File: src/hw/rtl/tlb_pkg.sv
`timescale 1ns / 1ps
`default_nettype none
package tlb_pkg;
   localparam int DefMaxEntries = 16;
   localparam int DefPageBits = 20;
   localparam int DefFrameBits = 20;
   localparam int CmdW = 2;
   localparam int FieldW = 20;
   localparam int CountW = 32;
   localparam logic [31:0] LfsrTaps = 32'h8020_0003;
   localparam logic [31:0] LfsrSeed = 32'h0000_ACE1;

   typedef enum logic [1:0] {
      CMD_LOOKUP = 2'd0,
      CMD_INSERT = 2'd1,
      CMD_FLUSH  = 2'd2,
      CMD_NOP    = 2'd3
   } cmd_type;

   typedef enum logic [1:0] {
      POL_LRU    = 2'd0,
      POL_FIFO   = 2'd1,
      POL_RANDOM = 2'd2,
      POL_SPARE  = 2'd3
   } policy_type;

   typedef enum logic [0:0] {
      CSR_ENTRIES = 1'b0,
      CSR_POLICY  = 1'b1
   } csr_index_type;

   typedef enum logic [2:0] {
      ST_IDLE,
      ST_SEARCH,
      ST_MOD,
      ST_WRITE,
      ST_OUT
   } state_type;

   // controller to datapath
   typedef struct packed {
      logic load;      // capture request, run search
      logic mod_start; // load modulo unit
      logic mod_step;  // one subtract step
      logic commit;    // update entries and counters
   } ctrl_type;

   // datapath to controller
   typedef struct packed {
      logic need_mod;  // insert with full table, fifo or random
      logic mod_done;
   } stat_type;
endpackage
`default_nettype wire

File: src/hw/rtl/tlb_datapath.sv
`timescale 1ns / 1ps
`default_nettype none
module tlb_datapath
   import tlb_pkg::*;
#(
   parameter int MAX_ENTRIES = DefMaxEntries,
   parameter int PAGE_BITS   = DefPageBits,
   parameter int FRAME_BITS  = DefFrameBits
) (
   input  wire logic                clock,
   input  wire logic                reset,
   input  wire ctrl_type            ctrl,
   output stat_type                 stat,
   input  wire logic [CmdW-1:0]     cmd,
   input  wire logic [FieldW-1:0]   page_in,
   input  wire logic [FieldW-1:0]   frame_in,
   input  wire logic [4:0]          entries_cfg,
   input  wire logic [1:0]          policy_cfg,
   output logic                     hit_out,
   output logic [FieldW-1:0]        frame_out,
   output logic [CountW-1:0]        hit_total,
   output logic [CountW-1:0]        miss_total
);
   localparam int IdxW = $clog2(MAX_ENTRIES);
   localparam int CntW = $clog2(MAX_ENTRIES + 1);
   localparam int TreeN = 1 << IdxW;

   logic [MAX_ENTRIES-1:0] valid_ff, valid_in;
   logic [PAGE_BITS-1:0]   page_ff [MAX_ENTRIES];
   logic [FRAME_BITS-1:0]  frame_ff [MAX_ENTRIES];
   logic [31:0]            stamp_ff [MAX_ENTRIES];
   logic [31:0] gstamp_ff, hits_ff, misses_ff, lfsr_ff;
   cmd_type     cmd_ff;
   logic [PAGE_BITS-1:0]  rpage_ff;
   logic [FRAME_BITS-1:0] rframe_ff;
   logic [CntW-1:0]       n_ff;
   // search results
   logic                  hit_ff, free_ff;
   logic [IdxW-1:0]       hit_idx_ff, free_idx_ff, lru_idx_ff, vict_c;
   logic [FRAME_BITS-1:0] hframe_ff;
   logic [31:0]           mod_ff;
   logic                  hit_res_ff;
   logic [FRAME_BITS-1:0] fout_ff;

   logic [CntW-1:0]  n_c;
   logic [PAGE_BITS-1:0] pg_c;
   logic [IdxW-1:0]  hi_c, fi_c;
   logic             hv_c, fv_c;
   logic [IdxW-1:0]  lru_c;
   logic [31:0]      lfsr_nx;
   logic [31:0]      stamp_nx;
   logic [31:0]      t_stamp [TreeN];
   logic [IdxW-1:0]  t_idx [TreeN];
   logic             t_ok [TreeN];

   always_comb begin
      if (entries_cfg == 5'd0) n_c = CntW'(1);
      else if (32'(entries_cfg) > MAX_ENTRIES) n_c = CntW'(MAX_ENTRIES);
      else n_c = CntW'(entries_cfg);
   end
   assign pg_c = PAGE_BITS'(page_in);
   assign stamp_nx = gstamp_ff + 32'd1;

   // parallel match and first free entry (priority from index zero)
   always_comb begin
      hv_c = 1'b0; fv_c = 1'b0; hi_c = '0; fi_c = '0;
      for (int k = MAX_ENTRIES - 1; k >= 0; k--) begin
         if (CntW'(k) < n_c) begin
            if (valid_ff[k] && page_ff[k] == pg_c) begin
               hv_c = 1'b1; hi_c = IdxW'(k);
            end
            if (!valid_ff[k]) begin
               fv_c = 1'b1; fi_c = IdxW'(k);
            end
         end
      end
   end

   // lru search: min tree over the entries in use, left side wins ties
   always_comb begin
      for (int k = 0; k < TreeN; k++) begin
         t_idx[k] = IdxW'(k);
         if (k < MAX_ENTRIES) begin
            t_ok[k]    = CntW'(k) < n_c;
            t_stamp[k] = stamp_ff[k];
         end else begin
            t_ok[k]    = 1'b0;
            t_stamp[k] = '0;
         end
      end
      for (int w = TreeN >> 1; w >= 1; w = w >> 1) begin
         for (int j = 0; j < w; j++) begin
            if (!t_ok[2*j] || (t_ok[2*j+1] && t_stamp[2*j+1] < t_stamp[2*j])) begin
               t_ok[j]    = t_ok[2*j+1];
               t_stamp[j] = t_stamp[2*j+1];
               t_idx[j]   = t_idx[2*j+1];
            end else begin
               t_ok[j]    = t_ok[2*j];
               t_stamp[j] = t_stamp[2*j];
               t_idx[j]   = t_idx[2*j];
            end
         end
      end
      lru_c = t_idx[0];
   end

   assign lfsr_nx = lfsr_ff[0] ? ((lfsr_ff >> 1) ^ LfsrTaps) : (lfsr_ff >> 1);

   assign stat.need_mod = (cmd_ff == CMD_INSERT) && !free_ff &&
                          (policy_type'(policy_cfg) == POL_FIFO ||
                           policy_type'(policy_cfg) == POL_RANDOM);
   assign stat.mod_done = mod_ff < 32'(n_ff);

   always_ff @(posedge clock) begin
      if (reset) begin
         valid_ff  <= '0;
         gstamp_ff <= '0;
         hits_ff   <= '0;
         misses_ff <= '0;
         lfsr_ff   <= LfsrSeed;
         for (int k = 0; k < MAX_ENTRIES; k++) begin
            page_ff[k] <= '0; frame_ff[k] <= '0; stamp_ff[k] <= '0;
         end
      end else begin
         if (ctrl.load) begin
            cmd_ff      <= cmd_type'(cmd);
            rpage_ff    <= pg_c;
            rframe_ff   <= FRAME_BITS'(frame_in);
            n_ff        <= n_c;
            hit_ff      <= hv_c;
            hit_idx_ff  <= hi_c;
            hframe_ff   <= frame_ff[hi_c];
            free_ff     <= fv_c;
            free_idx_ff <= fi_c;
            lru_idx_ff  <= lru_c;
         end
         if (ctrl.mod_start) begin
            if (policy_type'(policy_cfg) == POL_RANDOM) begin
               mod_ff  <= lfsr_nx;
               lfsr_ff <= lfsr_nx;
            end else begin
               mod_ff <= gstamp_ff;
            end
         end else if (ctrl.mod_step && !stat.mod_done) begin
            // subtract the largest power-of-two multiple that fits
            for (int s = 31; s >= 0; s--)
               if ((mod_ff >> s) >= 32'(n_ff)) begin
                  mod_ff <= mod_ff - (32'(n_ff) << s);
                  break;
               end
         end
         if (ctrl.commit) begin
            hit_res_ff <= 1'b0;
            fout_ff    <= '0;
            case (cmd_ff)
               CMD_LOOKUP: begin
                  gstamp_ff <= stamp_nx;
                  if (hit_ff) begin
                     stamp_ff[hit_idx_ff] <= stamp_nx;
                     hits_ff    <= hits_ff + 32'd1;
                     hit_res_ff <= 1'b1;
                     fout_ff    <= hframe_ff;
                  end else begin
                     misses_ff <= misses_ff + 32'd1;
                  end
               end
               CMD_INSERT: begin
                  valid_ff[vict_c] <= 1'b1;
                  page_ff[vict_c]  <= rpage_ff;
                  frame_ff[vict_c] <= rframe_ff;
                  stamp_ff[vict_c] <= gstamp_ff;
               end
               CMD_FLUSH: begin
                  valid_ff  <= '0;
                  hits_ff   <= '0;
                  misses_ff <= '0;
                  for (int k = 0; k < MAX_ENTRIES; k++) begin
                     page_ff[k] <= '0; frame_ff[k] <= '0; stamp_ff[k] <= '0;
                  end
               end
               default: ;
            endcase
         end
      end
   end

   always_comb begin
      if (free_ff) vict_c = free_idx_ff;
      else if (stat.need_mod) vict_c = IdxW'(mod_ff);
      else vict_c = lru_idx_ff;
   end

   assign hit_out    = hit_res_ff;
   assign frame_out  = FieldW'(fout_ff);
   assign hit_total  = hits_ff;
   assign miss_total = misses_ff;
endmodule
`default_nettype wire

File: src/hw/rtl/tlb_ctrl.sv
`timescale 1ns / 1ps
`default_nettype none
module tlb_ctrl
   import tlb_pkg::*;
(
   input  wire logic     clock,
   input  wire logic     reset,
   input  wire logic     in_valid,
   output logic          in_ready,
   output logic          out_valid,
   input  wire logic     out_ready,
   input  wire stat_type stat,
   output ctrl_type      ctrl
);
   state_type state_ff, state_in;

   always_comb begin
      state_in = state_ff;
      case (state_ff)
         ST_IDLE:   if (in_valid) state_in = ST_SEARCH;
         ST_SEARCH: state_in = stat.need_mod ? ST_MOD : ST_WRITE;
         ST_MOD:    if (stat.mod_done) state_in = ST_WRITE;
         ST_WRITE:  state_in = ST_OUT;
         ST_OUT:    if (out_ready) state_in = ST_IDLE;
         default:   state_in = ST_IDLE;
      endcase
   end

   always_comb begin
      in_ready       = 1'b0;
      out_valid      = 1'b0;
      ctrl           = '0;
      case (state_ff)
         ST_IDLE: begin
            in_ready  = 1'b1;
            ctrl.load = in_valid;
         end
         ST_SEARCH: ctrl.mod_start = stat.need_mod;
         ST_MOD:    ctrl.mod_step = 1'b1;
         ST_WRITE:  ctrl.commit = 1'b1;
         ST_OUT:    out_valid = 1'b1;
         default: ;
      endcase
   end

   always_ff @(posedge clock) begin
      if (reset) state_ff <= ST_IDLE;
      else state_ff <= state_in;
   end
endmodule
`default_nettype wire

File: src/hw/rtl/tlb_lookup_insert_replace_top.sv
// a command passes the search, write and out states; rsp_tvalid is raised in out
// an insert into a full table under fifo or random adds a modulo pass after search
// throughput: one command at a time, next req taken the cycle after the rsp transfer
// reset: synchronous active high; clears entries, stamps, counters, lfsr to its seed
// and the configuration to 16 entries in use, lru policy
`timescale 1ns / 1ps
`default_nettype none
module tlb_lookup_insert_replace_top
   import tlb_pkg::*;
#(
   parameter int MAX_ENTRIES = DefMaxEntries,
   parameter int PAGE_BITS   = DefPageBits,
   parameter int FRAME_BITS  = DefFrameBits
) (
   input  wire logic        clock,
   input  wire logic        reset,
   input  wire logic        req_tvalid,
   output logic             req_tready,
   // cmd[1:0], virtual_page[21:2], new_frame[41:22], zero fill
   input  wire logic [47:0] req_tdata,
   output logic             rsp_tvalid,
   input  wire logic        rsp_tready,
   // hit[0], frame_out[20:1], hit_total[52:21], miss_total[84:53], zero fill
   output logic [87:0]      rsp_tdata,
   input  wire logic        csr_valid,
   output logic             csr_ready,
   input  wire logic        csr_index,
   input  wire logic [7:0]  csr_data
);
   logic [4:0] entries_ff;
   logic [1:0] policy_ff;
   ctrl_type   ctrl;
   stat_type   stat;
   logic                hit;
   logic [FieldW-1:0]   frame_o;
   logic [CountW-1:0]   hit_tot, miss_tot;

   // configuration register writes, always accepted
   assign csr_ready = 1'b1;
   always_ff @(posedge clock) begin
      if (reset) begin
         entries_ff <= 5'd16;
         policy_ff  <= POL_LRU;
      end else if (csr_valid) begin
         case (csr_index_type'(csr_index))
            CSR_ENTRIES: entries_ff <= csr_data[4:0];
            CSR_POLICY:  policy_ff  <= csr_data[1:0];
            default: ;
         endcase
      end
   end

   tlb_ctrl u_ctrl (
      .clock, .reset,
      .in_valid(req_tvalid), .in_ready(req_tready),
      .out_valid(rsp_tvalid), .out_ready(rsp_tready),
      .stat, .ctrl
   );

   tlb_datapath #(
      .MAX_ENTRIES(MAX_ENTRIES), .PAGE_BITS(PAGE_BITS), .FRAME_BITS(FRAME_BITS)
   ) u_dp (
      .clock, .reset, .ctrl, .stat,
      .cmd(req_tdata[1:0]), .page_in(req_tdata[21:2]), .frame_in(req_tdata[41:22]),
      .entries_cfg(entries_ff), .policy_cfg(policy_ff),
      .hit_out(hit), .frame_out(frame_o), .hit_total(hit_tot), .miss_total(miss_tot)
   );

   assign rsp_tdata = {3'b000, miss_tot, hit_tot, frame_o, hit};

`ifndef SYNTHESIS
   // a miss never carries a frame
   assert property (@(posedge clock) disable iff (reset)
      rsp_tvalid && !rsp_tdata[0] |-> rsp_tdata[20:1] == '0)
      else $error("frame on miss");
   // no new request while a response is pending
   assert property (@(posedge clock) disable iff (reset)
      !(rsp_tvalid && req_tready))
      else $error("overlap");
   // response stays until transferred
   assert property (@(posedge clock) disable iff (reset)
      rsp_tvalid && !rsp_tready |=> rsp_tvalid && $stable(rsp_tdata))
      else $error("response dropped");
`endif
endmodule
`default_nettype wire

File: config.mk
export PLATFORM = sky130hd
export DESIGN_NAME = tlb_lookup_insert_replace_top
export DESIGN_NICKNAME = d
export VERILOG_FILES = /design/src/hw/rtl/tlb_pkg.sv /design/src/hw/rtl/tlb_datapath.sv /design/src/hw/rtl/tlb_ctrl.sv /design/src/hw/rtl/tlb_lookup_insert_replace_top.sv
export SDC_FILE = /design/constraint.sdc
export NUM_CORES = 2
export LEC_CHECK = 0
export BUFFER_PORTS_ARGS = -buffer_cell sky130_fd_sc_hd__buf_2
export CELL_PAD_IN_SITES_DETAIL_PLACEMENT = 1
export CELL_PAD_IN_SITES_GLOBAL_PLACEMENT = 2
export CORE_MARGIN = 5
export CORE_UTILIZATION = 42
export DETAILED_ROUTE_END_ITERATION = 8
export HOLD_SLACK_MARGIN = 0.1
export PLACE_DENSITY_LB_ADDON = 0.1
export SLEW_MARGIN = 20
export SYNTH_ARGS = -nofsm -noshare
export SYNTH_HDL_FRONTEND = slang
export SYNTH_HIERARCHICAL = 1
export SYNTH_SLANG_ARGS = --single-unit
File: constraint.sdc
create_clock -name clock -period 12.1 [get_ports clock]
set_input_delay 2.42 -clock clock [delete_from_list [all_inputs] [get_ports clock]]
set_output_delay 2.42 -clock clock [all_outputs]
set_load 0.005 [all_outputs]
# After elaboration in Yosys (flattened, before gate mapping)
# Memory sizes are Yosys's and may differ from the RTL's. A register that Yosys moved wholly into a read port is not among the register bits.
# Index checks and enable logic that the tools add are counted.
[totals] output_inout_bits=91 inputBits=62 mem_count=3 ramBits=1152 elab_cells=1359 reg_bits=268
[memory_table] memory="u_dp.stamp_ff" depth=16 word_bits=32 read_ports=16 rd_clocked_by_memory_dff=0 wr=16 line_no="tlb_datapath.sv:31" rtl="logic [31:0] stamp_ff [MAX_ENTRIES];"
[memory_table] memory="u_dp.frame_ff" depth=16 word_bits=20 read_ports=1 rd_clocked_by_memory_dff=1 wr=16 line_no="tlb_datapath.sv:30" rtl="logic [FRAME_BITS-1:0] frame_ff [MAX_ENTRIES];"
[memory_table] memory="u_dp.page_ff" depth=16 word_bits=20 read_ports=16 rd_clocked_by_memory_dff=0 wr=16 line_no="tlb_datapath.sv:29" rtl="logic [PAGE_BITS-1:0] page_ff [MAX_ENTRIES];"
[classes] n_lt_le_gt_ge=67 n_addsub=35 n_reduce_logical=90 eq_ne=29 muxes=1063 bitwise_logic=52
[op_table] op="$mux W32" n=240
[op_table] op="$mux W1" n=702
[op_table] op="$mux W20" n=34
[op_table] op="$lt A32 B32 Y1" n=15
[op_table] op="$eq A20 B20 Y1" n=16
[op_table] op="$mux W4" n=71
[op_table] op="$sub A32 B32 Y32" n=5
[op_table] op="$pmux W32 S2" n=2
[op_table] op="$add A32 B1 Y32 const B" n=3
[op_table] op="$reduce_or A32 Y1" n=2
[op_table] op="$or A1 B1 Y1" n=48
[op_table] op="$lt A4 B5 Y1 const A" n=8
[op_table] op="$reduce_or A20 Y1" n=2
[op_table] op="$logic_and A1 B1 Y1" n=35
[op_table] op="$ge A32 B5 Y1" n=1
[op_table] op="$lt A32 B5 Y1" n=1
[op_table] op="$pmux W16 S2" n=1
[op_table] op="$sub A32 B10 Y32" n=1
[op_table] op="$sub A32 B11 Y32" n=1
[op_table] op="$sub A32 B12 Y32" n=1
[op_table] op="$sub A32 B13 Y32" n=1
[op_table] op="$sub A32 B14 Y32" n=1
[op_table] op="$sub A32 B15 Y32" n=1
[op_table] op="$sub A32 B16 Y32" n=1
[op_table] op="other kinds (80)" n=143

# Logic depth before layout (Yosys ltp)
[logic_depth] ltp_word=594 depth_mapped=56 ltp_nobuf=51

# Modules after synthesis
# Netlist, hierarchy kept.
[modules_own_cells] module="tlb_datapath" seq_area_each_um2=41499.8 area_per_inst_um2=94874.7 cells_per_inst=9815 n_inst=1
[modules_own_cells] module="tlb_lookup_insert_replace_top" seq_area_each_um2=140.1 area_per_inst_um2=359.1 cells_per_inst=37 n_inst=1
[modules_own_cells] module="tlb_ctrl" seq_area_each_um2=60.1 area_per_inst_um2=205.2 cells_per_inst=21 n_inst=1

# Worst setup path after synthesis
# Ideal clock, no wire load.
[synth_timing] path_type="register to register" start="memory u_dp.stamp_ff[11][11]" end="register u_dp.lru_idx_ff[2], data pin" n_path_buf=5 t_required_ns=11.840 synth_period_minus_slack_ns=9.930 setup_slack_ns=2.170 path_stages_with_launch=55 setup_time_ns=0.260 t_arrival_ns=9.670 cell_sequence="edfxtp_1 -> ha_1 -> a21oi_1 -> nand2_1 -> a221o_1 -> a41o_1 -> a21oi_1 -> a21oi_1 -> o21ai_1 -> clkbuf_1 -> nor2_1 -> a21oi_1 -> inv_1 -> ha_1 -> a21oi_1 -> nor2_1 -> a2111oi_0 -> nor2_1 -> (+19 left out) -> clkbuf_1 -> clkbuf_1 -> nand2_1 -> o21ai_0 -> ha_1 -> a21o_1 -> a21oi_1 -> nor2b_1 -> o21ai_0 -> nand2b_1 -> a21oi_1 -> or2_2 -> a31oi_1 -> a2111o_1 -> a311o_1 -> a21oi_1 -> a21oi_1 -> mux2_2"
[synth_lines] item="from (decl)" line_no="tlb_datapath.sv:31"
[synth_lines] item="to (signal assigned)" line_no="tlb_datapath.sv:135" rtl="lru_idx_ff <= lru_c;"
[synth_lines] item="to (decl)" line_no="tlb_datapath.sv:39" rtl="logic [IdxW-1:0] hit_idx_ff, free_idx_ff, lru_idx_ff, vict_c;"

==> reports/results.ini <==
[power_and_ir_drop]
irDropWorstVdd_mv=0.1501
powerDensity_nw_per_um2=126.0
power.leakage_nw=40.83

[drt]
drc=0
drt-initial-drc-count=6342
wl_um=385800
drtPass1Iterations=6
routedWlPerCell_um=29.37
vias=79604
ant_nets=0
viasPerCell=6.060

[clocking]
cts_buffer_depth=3
cts_root_buf=clkbuf_16
cts_resized=0
cts_buffers=166
cts_tree=built
clk_pin_slew_ps=60
cts_sinks=1440
clk_latency_ps=820
htree_levels=4

[finish]
drive_gt1_share_pct=10.10
final_core_util_pct=47.22
multi_input_area_um2=50660
layout_common_cells=1286 x edfxtp_1, 1200 x nor2_1, 668 x and2_1
synthToLayoutAreaGrowth_pct=12.24
final_nets=10691
fillers=25231
seqCellArea_um2=41700
final_common_cell=edfxtp_1

[timing]
clock.fmax_mhz=87.73
fin_tns_setup_ps=0
max_slew.worst_pin.slew_ps=1212
slew_headroom_pct=19.19
hold_viol=0
fin_skew_ps=66.83
setup_viol=0
period_needed_ps=11400
rsz0062_at_grt=no
drv_slew=0
finalCritPeriodShare_pct=94.20

[grt]
grt.total_usage_pct=31.64
antenna_found_initial=19
grt-ovfl-total=0
grt_pass1_vias=81965
grt_pass1_wl_um=556700
grt_max_degree=72

[floorplanning]
die_x_um=486.7
ioPinCount=153
num_rows=175
die_h_um=486.7
die_area_um2=236900
coreArea_um2=226800
start_util_pct=42.07

[logic_synthesis]
ys_types=103
synthDominantCellAreaShare_pct=40.46
ys.warnings.count=6
ys.flop_type=edfxtp_1
yosysTopAreaCell=edfxtp_1
yosysSeqAreaShare_pct=43.69
ys_ff_latch=1440
synth_area_um2=95440
postSynthAreaPerCell_um2=9.667
syn_inst=9873
synth_edf_count=1286
ys_top_cells_by_area=edfxtp_1 40%, ha_1 8.2%, mux2i_1 5.9%, nor2_1 4.8%, and2_1 4.4%
synthArstFlopShare_pct=0

[worst_hold_path]
hold_path_class=flip-flop to flip-flop
min-delay-start=u_dp/lfsr_ff[7]

[setup_path]
crit_start=u_dp/stamp_ff[7][23]
crit_fanout=39
max_stage_delay_ps=640
critPathKind=flip-flop to flip-flop
endpoint_kind=flip-flop
cp.required_ps=12620
critPathLaunchType=flip-flop
r2r-start=u_dp/stamp_ff[7][23]
cp_data_arrival_time_ps=11920
cp_common_cell=a21oi_1
critPathSlowestCell=a221oi_1

[job]
cap_violations=0

[run_status]
outcome=complete, no violations

[placement]
place_congestion=1.003
hpwl_um=279600
numPortBuffers=139

-- cell usage after synthesis, types with 26 or more instances --
cell       instances
nor2b_1           82
o21a_1            57
buf_1             39
a21oi_1          567
clkbuf_1         475
xnor2_1          344
nor4_1           102
mux2_2            79
o21ai_1           28
nand4_1          157
a2111oi_0         38
o22ai_1           28
a31oi_1           56
nand2_1          669
nand2b_1          51
nor3_1           188
inv_1            460
and4_1            27
and2_1           668
mux2i_1          565
or3_1             66
or2_2             29
xor2_1           259
ha_1             622
o21ai_0          457
or4_1             33
o2111ai_1         35
o211ai_1          62
a21o_1           122
edfxtp_1        1286
o31ai_1           27
nand3_1          207
buf_2             62
nor2_1          1223
dfxtp_1          154
and3_1            69
fa_1              30
a21boi_0          26
a211oi_1          93
-- routing by layer --
metal	global-route usage, %	routed length, µm	vias to the layer above
met5	0	0	-
met4	12.95	18080	0
li1	-	-	35663
met2	53.76	183800	2691
met1	40.84	160400	40533
met3	4.092	23580	717
-- critical path: cells and delay by family (launching register included) --
| family | cells | cell delay, ps |
|---|---|---|
| buffers and inverters | 7 | 1290 |
| AND/OR/NAND/NOR | 11 | 1320 |
| adder cells (fa/ha/maj) | 4 | 1160 |
| multiplexers | 1 | 110 |
| flip-flops | 1 | 390 |
| AO/OA/AOI/OAI | 28 | 6780 |
-- sequential cells by signal (all words and copies together) (netlist names), 32 cells and up --
name / flops
u_dp/frame_ff: 320
u_dp/gstamp_ff: 32
u_dp/hit_total: 32
u_dp/lfsr_ff: 32
u_dp/miss_total: 32
u_dp/mod_ff: 32
u_dp/page_ff: 320
u_dp/stamp_ff: 512
-- worst paths after layout --
kind	to	slack (ps)	cells past startpoint
min reg2reg	u_dp/lfsr_ff[6]	460	2
max	u_dp/lru_idx_ff[0]	700	51
max reg2reg	u_dp/lru_idx_ff[0]	700	51
min	u_dp/lfsr_ff[6]	460	2
-- logic make-up after synthesis --
logic type	Yosys count	share of synthesized area (%)
AO/OA/AOI/OAI	1833	12.04
XOR/XNOR	603	5.534
adder cells (fa/ha/maj)	652	8.784
buffers and inverters	1052	4.258
flip-flops	1440	43.69
multiplexers	646	6.885
other	2	0.007869
AND/OR/NAND/NOR	3645	18.80
-- final cells by class --
cell class,instances,share of cell area [%]
clock buffer,213,4.129
timing repair buffer,518,3.485
clock inverter,94,0.9812
sequential,1440,38.93
multi-input combinational,7383,47.29
inverter,468,1.641
antenna,11,0.02570
tap,3009,3.515
-- repair_timing --
action | in CTS | in global routing
hold buffers | 0 | 0
setup endpoints to repair | 0 | 4
buffers inserted | 0 | 10
-- per-stage QoR --
stage	area [µm²]	hold WS [ps]	setup slack (ps)	power (mW)	cells
floorplan	95450	441.6	2170	7.452	9875
global placement	101200	457.6	794.8	8.417	12801
detailed placement	101300	463.7	546.6	8.510	12802
CTS	106800	465.3	486.6	13.61	13109
global route	107100	490.3	11.84	14.11	13126
finish	107100	457.0	702.0	13.50	13136
-- report_power, final --
part / switching (mW) / internal [mW]
Clock: 2.18 / 2.89
Combinational: 1.65 / 1.04
Sequential: 0.135 / 5.60
(Power assumes the default switching activity.)
